<file path="src/unordered_array_list_defines.svh">
`ifndef UNORDERED_ARRAY_LIST_DEFINES_SVH
`define UNORDERED_ARRAY_LIST_DEFINES_SVH

// Same-cycle implication, clocked on clk_i, off while rst_ni is low
`define UAL_ASSERT_NOW(label, ante, cons) \
  label: assert property (@(posedge clk_i) disable iff (!rst_ni) (ante) |-> (cons)) \
    else $error("unordered_array_list: check failed");

// Next-cycle implication, clocked on clk_i, off while rst_ni is low
`define UAL_ASSERT_NEXT(label, ante, cons) \
  label: assert property (@(posedge clk_i) disable iff (!rst_ni) (ante) |=> (cons)) \
    else $error("unordered_array_list: check failed");

`endif

</file>
<file path="src/ual_pkg.sv">
package ual_pkg;

  localparam int unsigned VAL_W = 32;
  localparam int unsigned POS_W = 6;
  localparam int unsigned CNT_W = 7;

  // Request codes
  typedef enum logic [1:0] {
    REQ_INSERT  = 2'd0,
    REQ_DELETE  = 2'd1,
    REQ_SEARCH  = 2'd2,
    REQ_DISPLAY = 2'd3
  } req_e;

  // Result status codes
  typedef enum logic [1:0] {
    ST_OK    = 2'd0,
    ST_FULL  = 2'd1,
    ST_RANGE = 2'd2,
    ST_EMPTY = 2'd3
  } status_e;

  // Input transaction
  typedef struct packed {
    req_e                    req_type;
    logic signed [VAL_W-1:0] value;
    logic [POS_W-1:0]        position;
  } in_t;

  // Output transaction
  typedef struct packed {
    status_e                 status;
    logic                    found;
    logic signed [VAL_W-1:0] entry_value;
    logic [CNT_W-1:0]        entry_count;
    logic                    last;
  } out_t;

  // Controller to datapath commands
  typedef struct packed {
    logic    start;     // latch request, clear search hit
    logic    idx_zero;  // read pointer to 0
    logic    idx_pos;   // read pointer to position+1, write pointer to position
    logic    rd_en;     // read store at read pointer, advance it
    logic    rd_hold;   // keep read data valid
    logic    cmp_en;    // compare read data against search value
    logic    ins;       // append value, count up
    logic    shift_en;  // write valid read data at write pointer
    logic    cnt_dec;   // count down
    logic    out_load;  // load output register
    logic    out_disp;  // output carries a display entry
    status_e out_status;
  } dp_cmd_t;

  // Datapath to controller status
  typedef struct packed {
    req_e req;
    logic full;
    logic empty;
    logic pos_ok;
    logic idx_end;
    logic rd_vld;
  } dp_stat_t;

endpackage

</file>
<file path="src/ual_dp.sv">
module ual_dp #(
  parameter int unsigned DEPTH = 64
) (
  input  logic              clk_i,
  input  logic              rst_ni,
  input  ual_pkg::in_t      in_data_i,
  input  ual_pkg::dp_cmd_t  cmd_i,
  output ual_pkg::dp_stat_t stat_o,
  output ual_pkg::out_t     out_data_o
);
  import ual_pkg::*;

  localparam int unsigned AW = $clog2(DEPTH);
  localparam int unsigned CW = $clog2(DEPTH + 1);

  logic signed [VAL_W-1:0] mem [DEPTH];

  req_e                    req_q;
  logic signed [VAL_W-1:0] value_q;
  logic [POS_W-1:0]        pos_q;

  logic [CW-1:0]           count_q, count_d;
  logic [CW-1:0]           idx_q, idx_d;
  logic [AW-1:0]           wr_q, wr_d;
  logic                    rd_vld_q, rd_vld_d;
  logic                    hit_q, hit_d;
  logic signed [VAL_W-1:0] rd_data_q;
  out_t                    out_q;

  logic                    mem_we;
  logic [AW-1:0]           mem_wa;
  logic signed [VAL_W-1:0] mem_wd;

  // Request capture
  always_ff @(posedge clk_i) begin
    if (cmd_i.start) begin
      req_q   <= in_data_i.req_type;
      value_q <= in_data_i.value;
      pos_q   <= in_data_i.position;
    end
  end

  // Count and pointers
  always_comb begin
    count_d = count_q;
    if (cmd_i.ins) begin
      count_d = count_q + CW'(1);
    end else if (cmd_i.cnt_dec) begin
      count_d = count_q - CW'(1);
    end

    idx_d = idx_q;
    if (cmd_i.idx_zero) begin
      idx_d = '0;
    end else if (cmd_i.idx_pos) begin
      idx_d = CW'(pos_q) + CW'(1);
    end else if (cmd_i.rd_en) begin
      idx_d = idx_q + CW'(1);
    end

    wr_d = wr_q;
    if (cmd_i.idx_pos) begin
      wr_d = AW'(pos_q);
    end else if (cmd_i.shift_en && rd_vld_q) begin
      wr_d = wr_q + AW'(1);
    end

    rd_vld_d = cmd_i.rd_en | (cmd_i.rd_hold & rd_vld_q);
    hit_d    = cmd_i.start ? 1'b0
             : (hit_q | (cmd_i.cmp_en & rd_vld_q & (rd_data_q == value_q)));
  end

  always_ff @(posedge clk_i or negedge rst_ni) begin
    if (!rst_ni) begin
      count_q  <= '0;
      idx_q    <= '0;
      wr_q     <= '0;
      rd_vld_q <= 1'b0;
      hit_q    <= 1'b0;
    end else begin
      count_q  <= count_d;
      idx_q    <= idx_d;
      wr_q     <= wr_d;
      rd_vld_q <= rd_vld_d;
      hit_q    <= hit_d;
    end
  end

  // Store write port: append or shift-down
  always_comb begin
    mem_we = 1'b0;
    mem_wa = wr_q;
    mem_wd = rd_data_q;
    if (cmd_i.ins) begin
      mem_we = 1'b1;
      mem_wa = count_q[AW-1:0];
      mem_wd = value_q;
    end else if (cmd_i.shift_en && rd_vld_q) begin
      mem_we = 1'b1;
    end
  end

  // Store with registered read
  always_ff @(posedge clk_i) begin
    if (mem_we) begin
      mem[mem_wa] <= mem_wd;
    end
    if (cmd_i.rd_en) begin
      rd_data_q <= mem[idx_q[AW-1:0]];
    end
  end

  // Output register
  always_ff @(posedge clk_i) begin
    if (cmd_i.out_load) begin
      out_q.status      <= cmd_i.out_status;
      out_q.found       <= cmd_i.out_disp ? 1'b0 : hit_q;
      out_q.entry_value <= cmd_i.out_disp ? rd_data_q : '0;
      out_q.entry_count <= CNT_W'(count_q);
      out_q.last        <= cmd_i.out_disp ? (idx_q >= count_q) : 1'b1;
    end
  end

  assign out_data_o = out_q;

  // Status to controller
  assign stat_o.req     = req_q;
  assign stat_o.full    = (count_q == CW'(DEPTH));
  assign stat_o.empty   = (count_q == '0);
  assign stat_o.pos_ok  = (CNT_W'(pos_q) < CNT_W'(count_q));
  assign stat_o.idx_end = (idx_q >= count_q);
  assign stat_o.rd_vld  = rd_vld_q;

endmodule

</file>
<file path="src/ual_ctrl.sv">
module ual_ctrl (
  input  logic              clk_i,
  input  logic              rst_ni,
  input  logic              in_valid_i,
  output logic              in_ready_o,
  output logic              out_valid_o,
  input  logic              out_ready_i,
  input  ual_pkg::dp_stat_t stat_i,
  output ual_pkg::dp_cmd_t  cmd_o
);
  import ual_pkg::*;

  typedef enum logic [2:0] {
    S_IDLE,
    S_START,
    S_DEL,
    S_SRCH,
    S_DISP,
    S_RESULT
  } state_e;

  state_e  state_q;
  logic    out_valid_q;
  status_e res_status_q;
  logic    slot_free;

  // Output register can take a new transaction
  assign slot_free   = !out_valid_q || out_ready_i;
  assign in_ready_o  = (state_q == S_IDLE);
  assign out_valid_o = out_valid_q;

  // Command decode
  always_comb begin
    cmd_o            = '0;
    cmd_o.out_status = ST_OK;
    case (state_q)
      S_IDLE: begin
        cmd_o.start    = in_valid_i;
        cmd_o.idx_zero = in_valid_i;
      end
      S_START: begin
        case (stat_i.req)
          REQ_INSERT: cmd_o.ins     = !stat_i.full;
          REQ_DELETE: cmd_o.idx_pos = stat_i.pos_ok;
          default: ;
        endcase
      end
      S_DEL: begin
        cmd_o.rd_en    = !stat_i.idx_end;
        cmd_o.shift_en = 1'b1;
        cmd_o.cnt_dec  = stat_i.idx_end && !stat_i.rd_vld;
      end
      S_SRCH: begin
        cmd_o.rd_en  = !stat_i.idx_end;
        cmd_o.cmp_en = 1'b1;
      end
      S_DISP: begin
        if (!stat_i.rd_vld) begin
          cmd_o.rd_en = 1'b1;
        end else if (slot_free) begin
          cmd_o.out_load = 1'b1;
          cmd_o.out_disp = 1'b1;
          cmd_o.rd_en    = !stat_i.idx_end;
        end else begin
          cmd_o.rd_hold = 1'b1;
        end
      end
      S_RESULT: begin
        cmd_o.out_load   = slot_free;
        cmd_o.out_status = res_status_q;
      end
      default: ;
    endcase
  end

  // State and registered outputs
  always_ff @(posedge clk_i or negedge rst_ni) begin
    if (!rst_ni) begin
      state_q      <= S_IDLE;
      out_valid_q  <= 1'b0;
      res_status_q <= ST_OK;
    end else begin
      if (cmd_o.out_load) begin
        out_valid_q <= 1'b1;
      end else if (out_ready_i) begin
        out_valid_q <= 1'b0;
      end

      case (state_q)
        S_IDLE: begin
          if (in_valid_i) begin
            state_q <= S_START;
          end
        end
        S_START: begin
          case (stat_i.req)
            REQ_INSERT: begin
              res_status_q <= stat_i.full ? ST_FULL : ST_OK;
              state_q      <= S_RESULT;
            end
            REQ_DELETE: begin
              if (stat_i.pos_ok) begin
                res_status_q <= ST_OK;
                state_q      <= S_DEL;
              end else begin
                res_status_q <= ST_RANGE;
                state_q      <= S_RESULT;
              end
            end
            REQ_SEARCH: begin
              res_status_q <= ST_OK;
              state_q      <= S_SRCH;
            end
            default: begin
              if (stat_i.empty) begin
                res_status_q <= ST_EMPTY;
                state_q      <= S_RESULT;
              end else begin
                res_status_q <= ST_OK;
                state_q      <= S_DISP;
              end
            end
          endcase
        end
        S_DEL, S_SRCH: begin
          if (stat_i.idx_end && !stat_i.rd_vld) begin
            state_q <= S_RESULT;
          end
        end
        S_DISP: begin
          if (stat_i.rd_vld && slot_free && stat_i.idx_end) begin
            state_q <= S_IDLE;
          end
        end
        S_RESULT: begin
          if (slot_free) begin
            state_q <= S_IDLE;
          end
        end
        default: state_q <= S_IDLE;
      endcase
    end
  end

endmodule

</file>
<file path="src/unordered_array_list.sv">
// Insert and failed requests go through the start and result states to the output register;
// search reads every entry in turn before its result; delete at position p moves each later
// entry down one position. Results wait in the result state until the output slot is free.
// Display: entries in store order, one entry per cycle while out_ready_i is high.
// One transaction at a time; the next is accepted once the last result is loaded into the
// output register. Reset clears the count and control state, not the store.
`include "unordered_array_list_defines.svh"

module unordered_array_list #(
  parameter int unsigned DEPTH = 64
) (
  input  logic          clk_i,
  input  logic          rst_ni,
  input  logic          in_valid_i,
  output logic          in_ready_o,
  input  ual_pkg::in_t  in_data_i,
  output logic          out_valid_o,
  input  logic          out_ready_i,
  output ual_pkg::out_t out_data_o
);
  import ual_pkg::*;

  dp_cmd_t  cmd;
  dp_stat_t stat;

  // Sequencer
  ual_ctrl u_ctrl (
    .clk_i       (clk_i),
    .rst_ni      (rst_ni),
    .in_valid_i  (in_valid_i),
    .in_ready_o  (in_ready_o),
    .out_valid_o (out_valid_o),
    .out_ready_i (out_ready_i),
    .stat_i      (stat),
    .cmd_o       (cmd)
  );

  // Store, count and output register
  ual_dp #(
    .DEPTH (DEPTH)
  ) u_dp (
    .clk_i      (clk_i),
    .rst_ni     (rst_ni),
    .in_data_i  (in_data_i),
    .cmd_i      (cmd),
    .stat_o     (stat),
    .out_data_o (out_data_o)
  );

  // Checks
  `UAL_ASSERT_NOW(a_cnt_bound, out_valid_o, out_data_o.entry_count <= CNT_W'(DEPTH))
  `UAL_ASSERT_NOW(a_empty_res, out_valid_o && (out_data_o.status == ST_EMPTY), (out_data_o.entry_count == '0) && out_data_o.last)
  `UAL_ASSERT_NOW(a_idle_no_rd, in_ready_o, !stat.rd_vld)
  `UAL_ASSERT_NEXT(a_busy_after, in_valid_i && in_ready_o, !in_ready_o)

endmodule

</file>
<file path="config.mk">
export PLATFORM = sky130hd
export DESIGN_NAME = unordered_array_list
export DESIGN_NICKNAME = d
export VERILOG_FILES = /design/src/ual_pkg.sv /design/src/ual_dp.sv /design/src/ual_ctrl.sv /design/src/unordered_array_list.sv
export VERILOG_INCLUDE_DIRS = /design/src /design/src/src
export SDC_FILE = /design/constraint.sdc
export NUM_CORES = 2
export LEC_CHECK = 0
export ABC_AREA = 1
export BUFFER_PORTS_ARGS = -buffer_cell sky130_fd_sc_hd__clkbuf_2
export CAP_MARGIN = 0
export CELL_PAD_IN_SITES_DETAIL_PLACEMENT = 1
export CELL_PAD_IN_SITES_GLOBAL_PLACEMENT = 2
export CORE_UTILIZATION = 40
export CTS_CLUSTER_SIZE = 30
export DETAILED_ROUTE_END_ITERATION = 8
export PLACE_DENSITY_LB_ADDON = 0.1
export SYNTH_ARGS = -nofsm -noshare
export SYNTH_HDL_FRONTEND = slang
export SYNTH_SLANG_ARGS = --single-unit
export TNS_END_PERCENT = 50
</file>
<file path="constraint.sdc">
create_clock -name clk_i -period 5.6 [get_ports clk_i]
set_input_delay 0.28 -clock clk_i [delete_from_list [all_inputs] [get_ports clk_i]]
set_output_delay 0.28 -clock clk_i [all_outputs]
set_load 0.01 [all_outputs]
</file>
==> qor.json <==
{
  "run_status": {"value": "finished, final reports clean"},
  "clk_pin_slew_worst_paths": {"value": 0.06, "unit": "ns"},
  "via_count_of_the_first_global_routing_pass": {"value": 58200},
  "syn_to_final_growth": {"value": 15.2, "unit": "%"},
  "detail_route.iter0.violations": {"value": 5432},
  "synth-seq-area-share": {"value": 75.4, "unit": "%"},
  "post-route-cell-area": {"value": 100000, "unit": "um2"},
  "postSynthCellCount": {"value": 6812},
  "power_frac_comb": {"value": 33.7, "unit": "%"},
  "grt_setup_unrepaired": {"value": "no"},
  "max_cap_violations": {"value": 0},
  "h-tree-depth": {"value": 4},
  "cts_tree": {"value": "yes"},
  "vias_per_cell": {"value": 5.79},
  "finalCritPeriodShare": {"value": 85.4, "unit": "%"},
  "hold_viol": {"value": 0},
  "design.final.nets": {"value": 7002},
  "power_frac_clock": {"value": 27.2, "unit": "%"},
  "gp_congestion": {"value": 0.843},
  "critPathKind": {"value": "reg2reg"},
  "via_count": {"value": 57800},
  "worst_ep_required_time": {"value": 6.17, "unit": "ns"},
  "post_synth.cell_area_avg": {"value": 12.8, "unit": "um2"},
  "drc": {"value": 0},
  "synth_top_flop_cell": {"value": "sky130_fd_sc_hd__edfxtp_1"},
  "tightest_slew": {"value": 1.35, "unit": "ns"},
  "routed_wl": {"value": 300, "unit": "mm"},
  "worst_setup_path_start_kind": {"value": "register"},
  "portBuffers": {"value": 88},
  "yosys-top-cells-count": {"value": "2163 x sky130_fd_sc_hd__edfxtp_1, 1190 x sky130_fd_sc_hd__nor2_1, 1093 x sky130_fd_sc_hd__o21ai_0"},
  "postSynth.asyncResetShare": {"value": 1.28, "unit": "%"},
  "crit_path_max_fanout": {"value": 40},
  "p_seq_share": {"value": 39.1, "unit": "%"},
  "synth.distinct_cells": {"value": 43},
  "worst_case_clock_skew": {"value": 0.0378, "unit": "ns"},
  "leakage": {"value": 33.0, "unit": "nW"},
  "power_per_cell_area": {"value": 566, "unit": "nW/um2"},
  "cts_root_buffer": {"value": "sky130_fd_sc_hd__clkbuf_16"},
  "max_freq": {"value": 0.209, "unit": "GHz"},
  "detail-route-antenna-nets": {"value": 0},
  "number_of_antenna_violations_at_the_first_check_in_global_routing": {"value": 21},
  "fillCellCount": {"value": 21800},
  "clock_path_buffers": {"value": 3},
  "synth_fp_nets": {"value": 6876},
  "skew_pair_late_insertion_delay": {"value": 0.90, "unit": "ns"},
  "gr-usage-all-layers": {"value": 27.2, "unit": "%"},
  "min_path_type": {"value": "in2async"},
  "die-area": {"value": 220000, "unit": "um2"},
  "die-width": {"value": 469, "unit": "um"},
  "yosys-top-cells-area": {"value": "sky130_fd_sc_hd__edfxtp_1 75%, sky130_fd_sc_hd__o21ai_0 6.3%, sky130_fd_sc_hd__nor2_1 5.1%, sky130_fd_sc_hd__o22ai_1 3.7%, sky130_fd_sc_hd__nand2_1 2.8%"},
  "detailed_place.area": {"value": 92300, "unit": "um2"},
  "synth-edff-count": {"value": 2163},
  "synth.ff_latch_count": {"value": 2191},
  "grt_max_degree": {"value": 137},
  "p_int": {"value": 34.8, "unit": "mW"},
  "dpl_worst_slack": {"value": 0.937, "unit": "ns"},
  "power_switching": {"value": 22.0, "unit": "mW"},
  "syn-cell-area": {"value": 87100, "unit": "um2"},
  "synth_top_area_share": {"value": 74.6, "unit": "%"},
  "ir_worst_vdd": {"value": 0.366, "unit": "mV"},
  "grt.overflow.total": {"value": 0},
  "drv_slew": {"value": 0},
  "crit_path_end_kind": {"value": "register"},
  "layout-drive-gt1-share": {"value": 10.6, "unit": "%"},
  "rows": {"value": 170},
  "wl_per_cell": {"value": 30.1, "unit": "um"},
  "design.core.area": {"value": 215000, "unit": "um2"},
  "postCtsSetupRepairBufs": {"value": 0},
  "start_util": {"value": 40.4, "unit": "%"},
  "layout_min_cycle_time": {"value": 4.78, "unit": "ns"},
  "slew-limit-headroom": {"value": 8.97, "unit": "%"},
  "final_cells": {"value": 9987},
  "cp_data_arrival_time": {"value": 5.35, "unit": "ns"},
  "post-place-cells": {"value": 9501},
  "synthDominantAreaCellType": {"value": "sky130_fd_sc_hd__edfxtp_1"},
  "clock-sinks": {"value": 2191},
  "setup_viol_count_final": {"value": 0},
  "vertical_die_dimension": {"value": 469, "unit": "um"},
  "postLayoutSetupSlackWorst": {"value": 0.817, "unit": "ns"},
  "synthMostInstantiatedCell": {"value": "sky130_fd_sc_hd__edfxtp_1"},
  "tns": {"value": 0, "unit": "ns"},
  "p_sw_share": {"value": 38.8, "unit": "%"},
  "hpwlAfterDp": {"value": 177, "unit": "mm"},
  "number_of_top_level_design_ports": {"value": 89},
  "drt-pass1-iter-count": {"value": 7},
  "yosys_warnings": {"value": 0},
  "cts_buffers": {"value": 230},
  "grt_pass1_wl": {"value": 427, "unit": "mm"},
  "whs": {"value": 0.0557, "unit": "ns"}
}
==> sequential cells by signal, summed over array words and instances, names as in the netlist <==
register and flops:
u_ctrl.res_status_q 2, u_dp.value_q 32, u_dp.rd_data_q 32, u_dp.hit_q 1
u_dp.idx_q 7, u_ctrl.out_valid_o 1, u_dp.rd_vld_q 1, u_ctrl.state_q 3
u_dp.mem 2048, u_dp.wr_q 6, u_dp.pos_q 6, u_dp.req_q 2
u_dp.out_data_o 43, u_dp.count_q 7
==> repair_timing <==
action,in CTS,in global routing
endpoints found under the setup margin,0,0
hold buffers,43,0
hold endpoints to repair,74,0
gates resized for setup,0,0
==> worst paths after layout <==
kind	startpoint	cells past startpoint	slack (ns)	to
setup / recovery	u_dp.count_q[0]$_DFFE_PN0P_	9	0.82	u_dp.mem[13][25]$_DFFE_PP_
hold / removal	rst_ni	2	0.06	u_dp.idx_q[3]$_DFFE_PN0P_
setup reg to reg	u_dp.count_q[0]$_DFFE_PN0P_	9	0.82	u_dp.mem[13][25]$_DFFE_PP_
hold reg to reg	u_dp.count_q[4]$_DFFE_PN0P_	0	0.49	u_dp.out_data_o[5]$_DFFE_PP_
max in group asynchronous	rst_ni	2	4.92	u_dp.idx_q[4]$_DFFE_PN0P_
min in group clk_i	in_data_i[4]	2	0.12	u_dp.pos_q[4]$_DFFE_PP_
==> power by group through the flow <==
stage	Combinational, mW	Sequential (mW)	Clock (mW)
5_1_grt	20.5	22.2	16.2
3_3_place_gp	18.9	22.5	0
6_report	19.2	22.2	15.4
3_5_place_dp	19.2	22.5	0
2_1_floorplan	9.92	22.5	0
4_1_cts	19.3	22.2	15.7
==> cells by family after synthesis <==
| kind of cell | after synthesis | synth area share, % |
|---|---|---|
| XOR/XNOR | 22 | 0.221 |
| AND/OR/NAND/NOR | 2322 | 10.9 |
| buffers and inverters | 569 | 2.63 |
| adder cells (fa/ha/maj) | 20 | 0.296 |
| AO/OA/AOI/OAI | 1688 | 10.6 |
| flip-flops | 2191 | 75.4 |
==> critical path, stage by stage, from the launching register on <==
cell,delay (ns)
sky130_fd_sc_hd__dfrtp_1,0.50
sky130_fd_sc_hd__inv_1,0.19
sky130_fd_sc_hd__nand4_1,0.28
sky130_fd_sc_hd__nand2_8,0.31
sky130_fd_sc_hd__o21ai_0,1.15
sky130_fd_sc_hd__inv_1,0.16
sky130_fd_sc_hd__nor2_1,0.19
sky130_fd_sc_hd__nand2_1,0.55
sky130_fd_sc_hd__nor2_4,0.80
sky130_fd_sc_hd__buf_12,0.25
==> cell type report <==
cell class,instances,area (um2),share of cell area [%]
clock buffer,280,6010,5.99
inverter,111,450,0.449
tap,2838,3550,3.54
timing repair buffer,352,3070,3.06
sequential,2191,65700,65.5
antenna,12,30.0,0.0299
multi-input combinational,4052,20000,19.9
clock inverter,151,1540,1.54
==> cell usage in the layout, fill, tap and decap left out, types with 10 or more instances in the layout <==
cell and count:
sky130_fd_sc_hd__buf_4 178, sky130_fd_sc_hd__and2_1 23, sky130_fd_sc_hd__clkbuf_2 88, sky130_fd_sc_hd__o21ai_1 14, sky130_fd_sc_hd__a21oi_4 17, sky130_fd_sc_hd__inv_1 99
sky130_fd_sc_hd__nor3_1 10, sky130_fd_sc_hd__edfxtp_1 2163, sky130_fd_sc_hd__ha_1 19, sky130_fd_sc_hd__xor2_1 15, sky130_fd_sc_hd__nor2_4 66, sky130_fd_sc_hd__buf_12 43
sky130_fd_sc_hd__nand3_1 409, sky130_fd_sc_hd__nor2_1 1125, sky130_fd_sc_hd__o211ai_1 13, sky130_fd_sc_hd__clkbuf_16 233, sky130_fd_sc_hd__nand4_1 11, sky130_fd_sc_hd__dfrtp_1 22
sky130_fd_sc_hd__clkinv_2 33, sky130_fd_sc_hd__o21ai_4 19, sky130_fd_sc_hd__clkinv_1 74, sky130_fd_sc_hd__o22ai_1 521, sky130_fd_sc_hd__dlygate4sd3_1 43, sky130_fd_sc_hd__bufinv_16 28
sky130_fd_sc_hd__diode_2 12, sky130_fd_sc_hd__clkbuf_1 47, sky130_fd_sc_hd__a21oi_1 19, sky130_fd_sc_hd__nand2_1 661, sky130_fd_sc_hd__o21ai_0 1076
==> through the flow <==
step                      power, mW  utilization (%)
after global placement         41.5             42.8
after floorplan                32.4                -
after global routing           58.9             46.5
after detailed placement       41.7             42.8
final                          56.8             46.5
after CTS                      57.1             46.5
==> per-layer routing <==
layer / global-route usage [%] / up-vias / part of all wire (%)
met5: 0 / - / 0
met4: 8.70 / 0 / 3.2
met3: 4.27 / 382 / 6.3
met2: 44.0 / 1663 / 47
met1: 37.6 / 30400 / 44
li1: - / 25400 / -
Power figures use the tool's default switching activity.
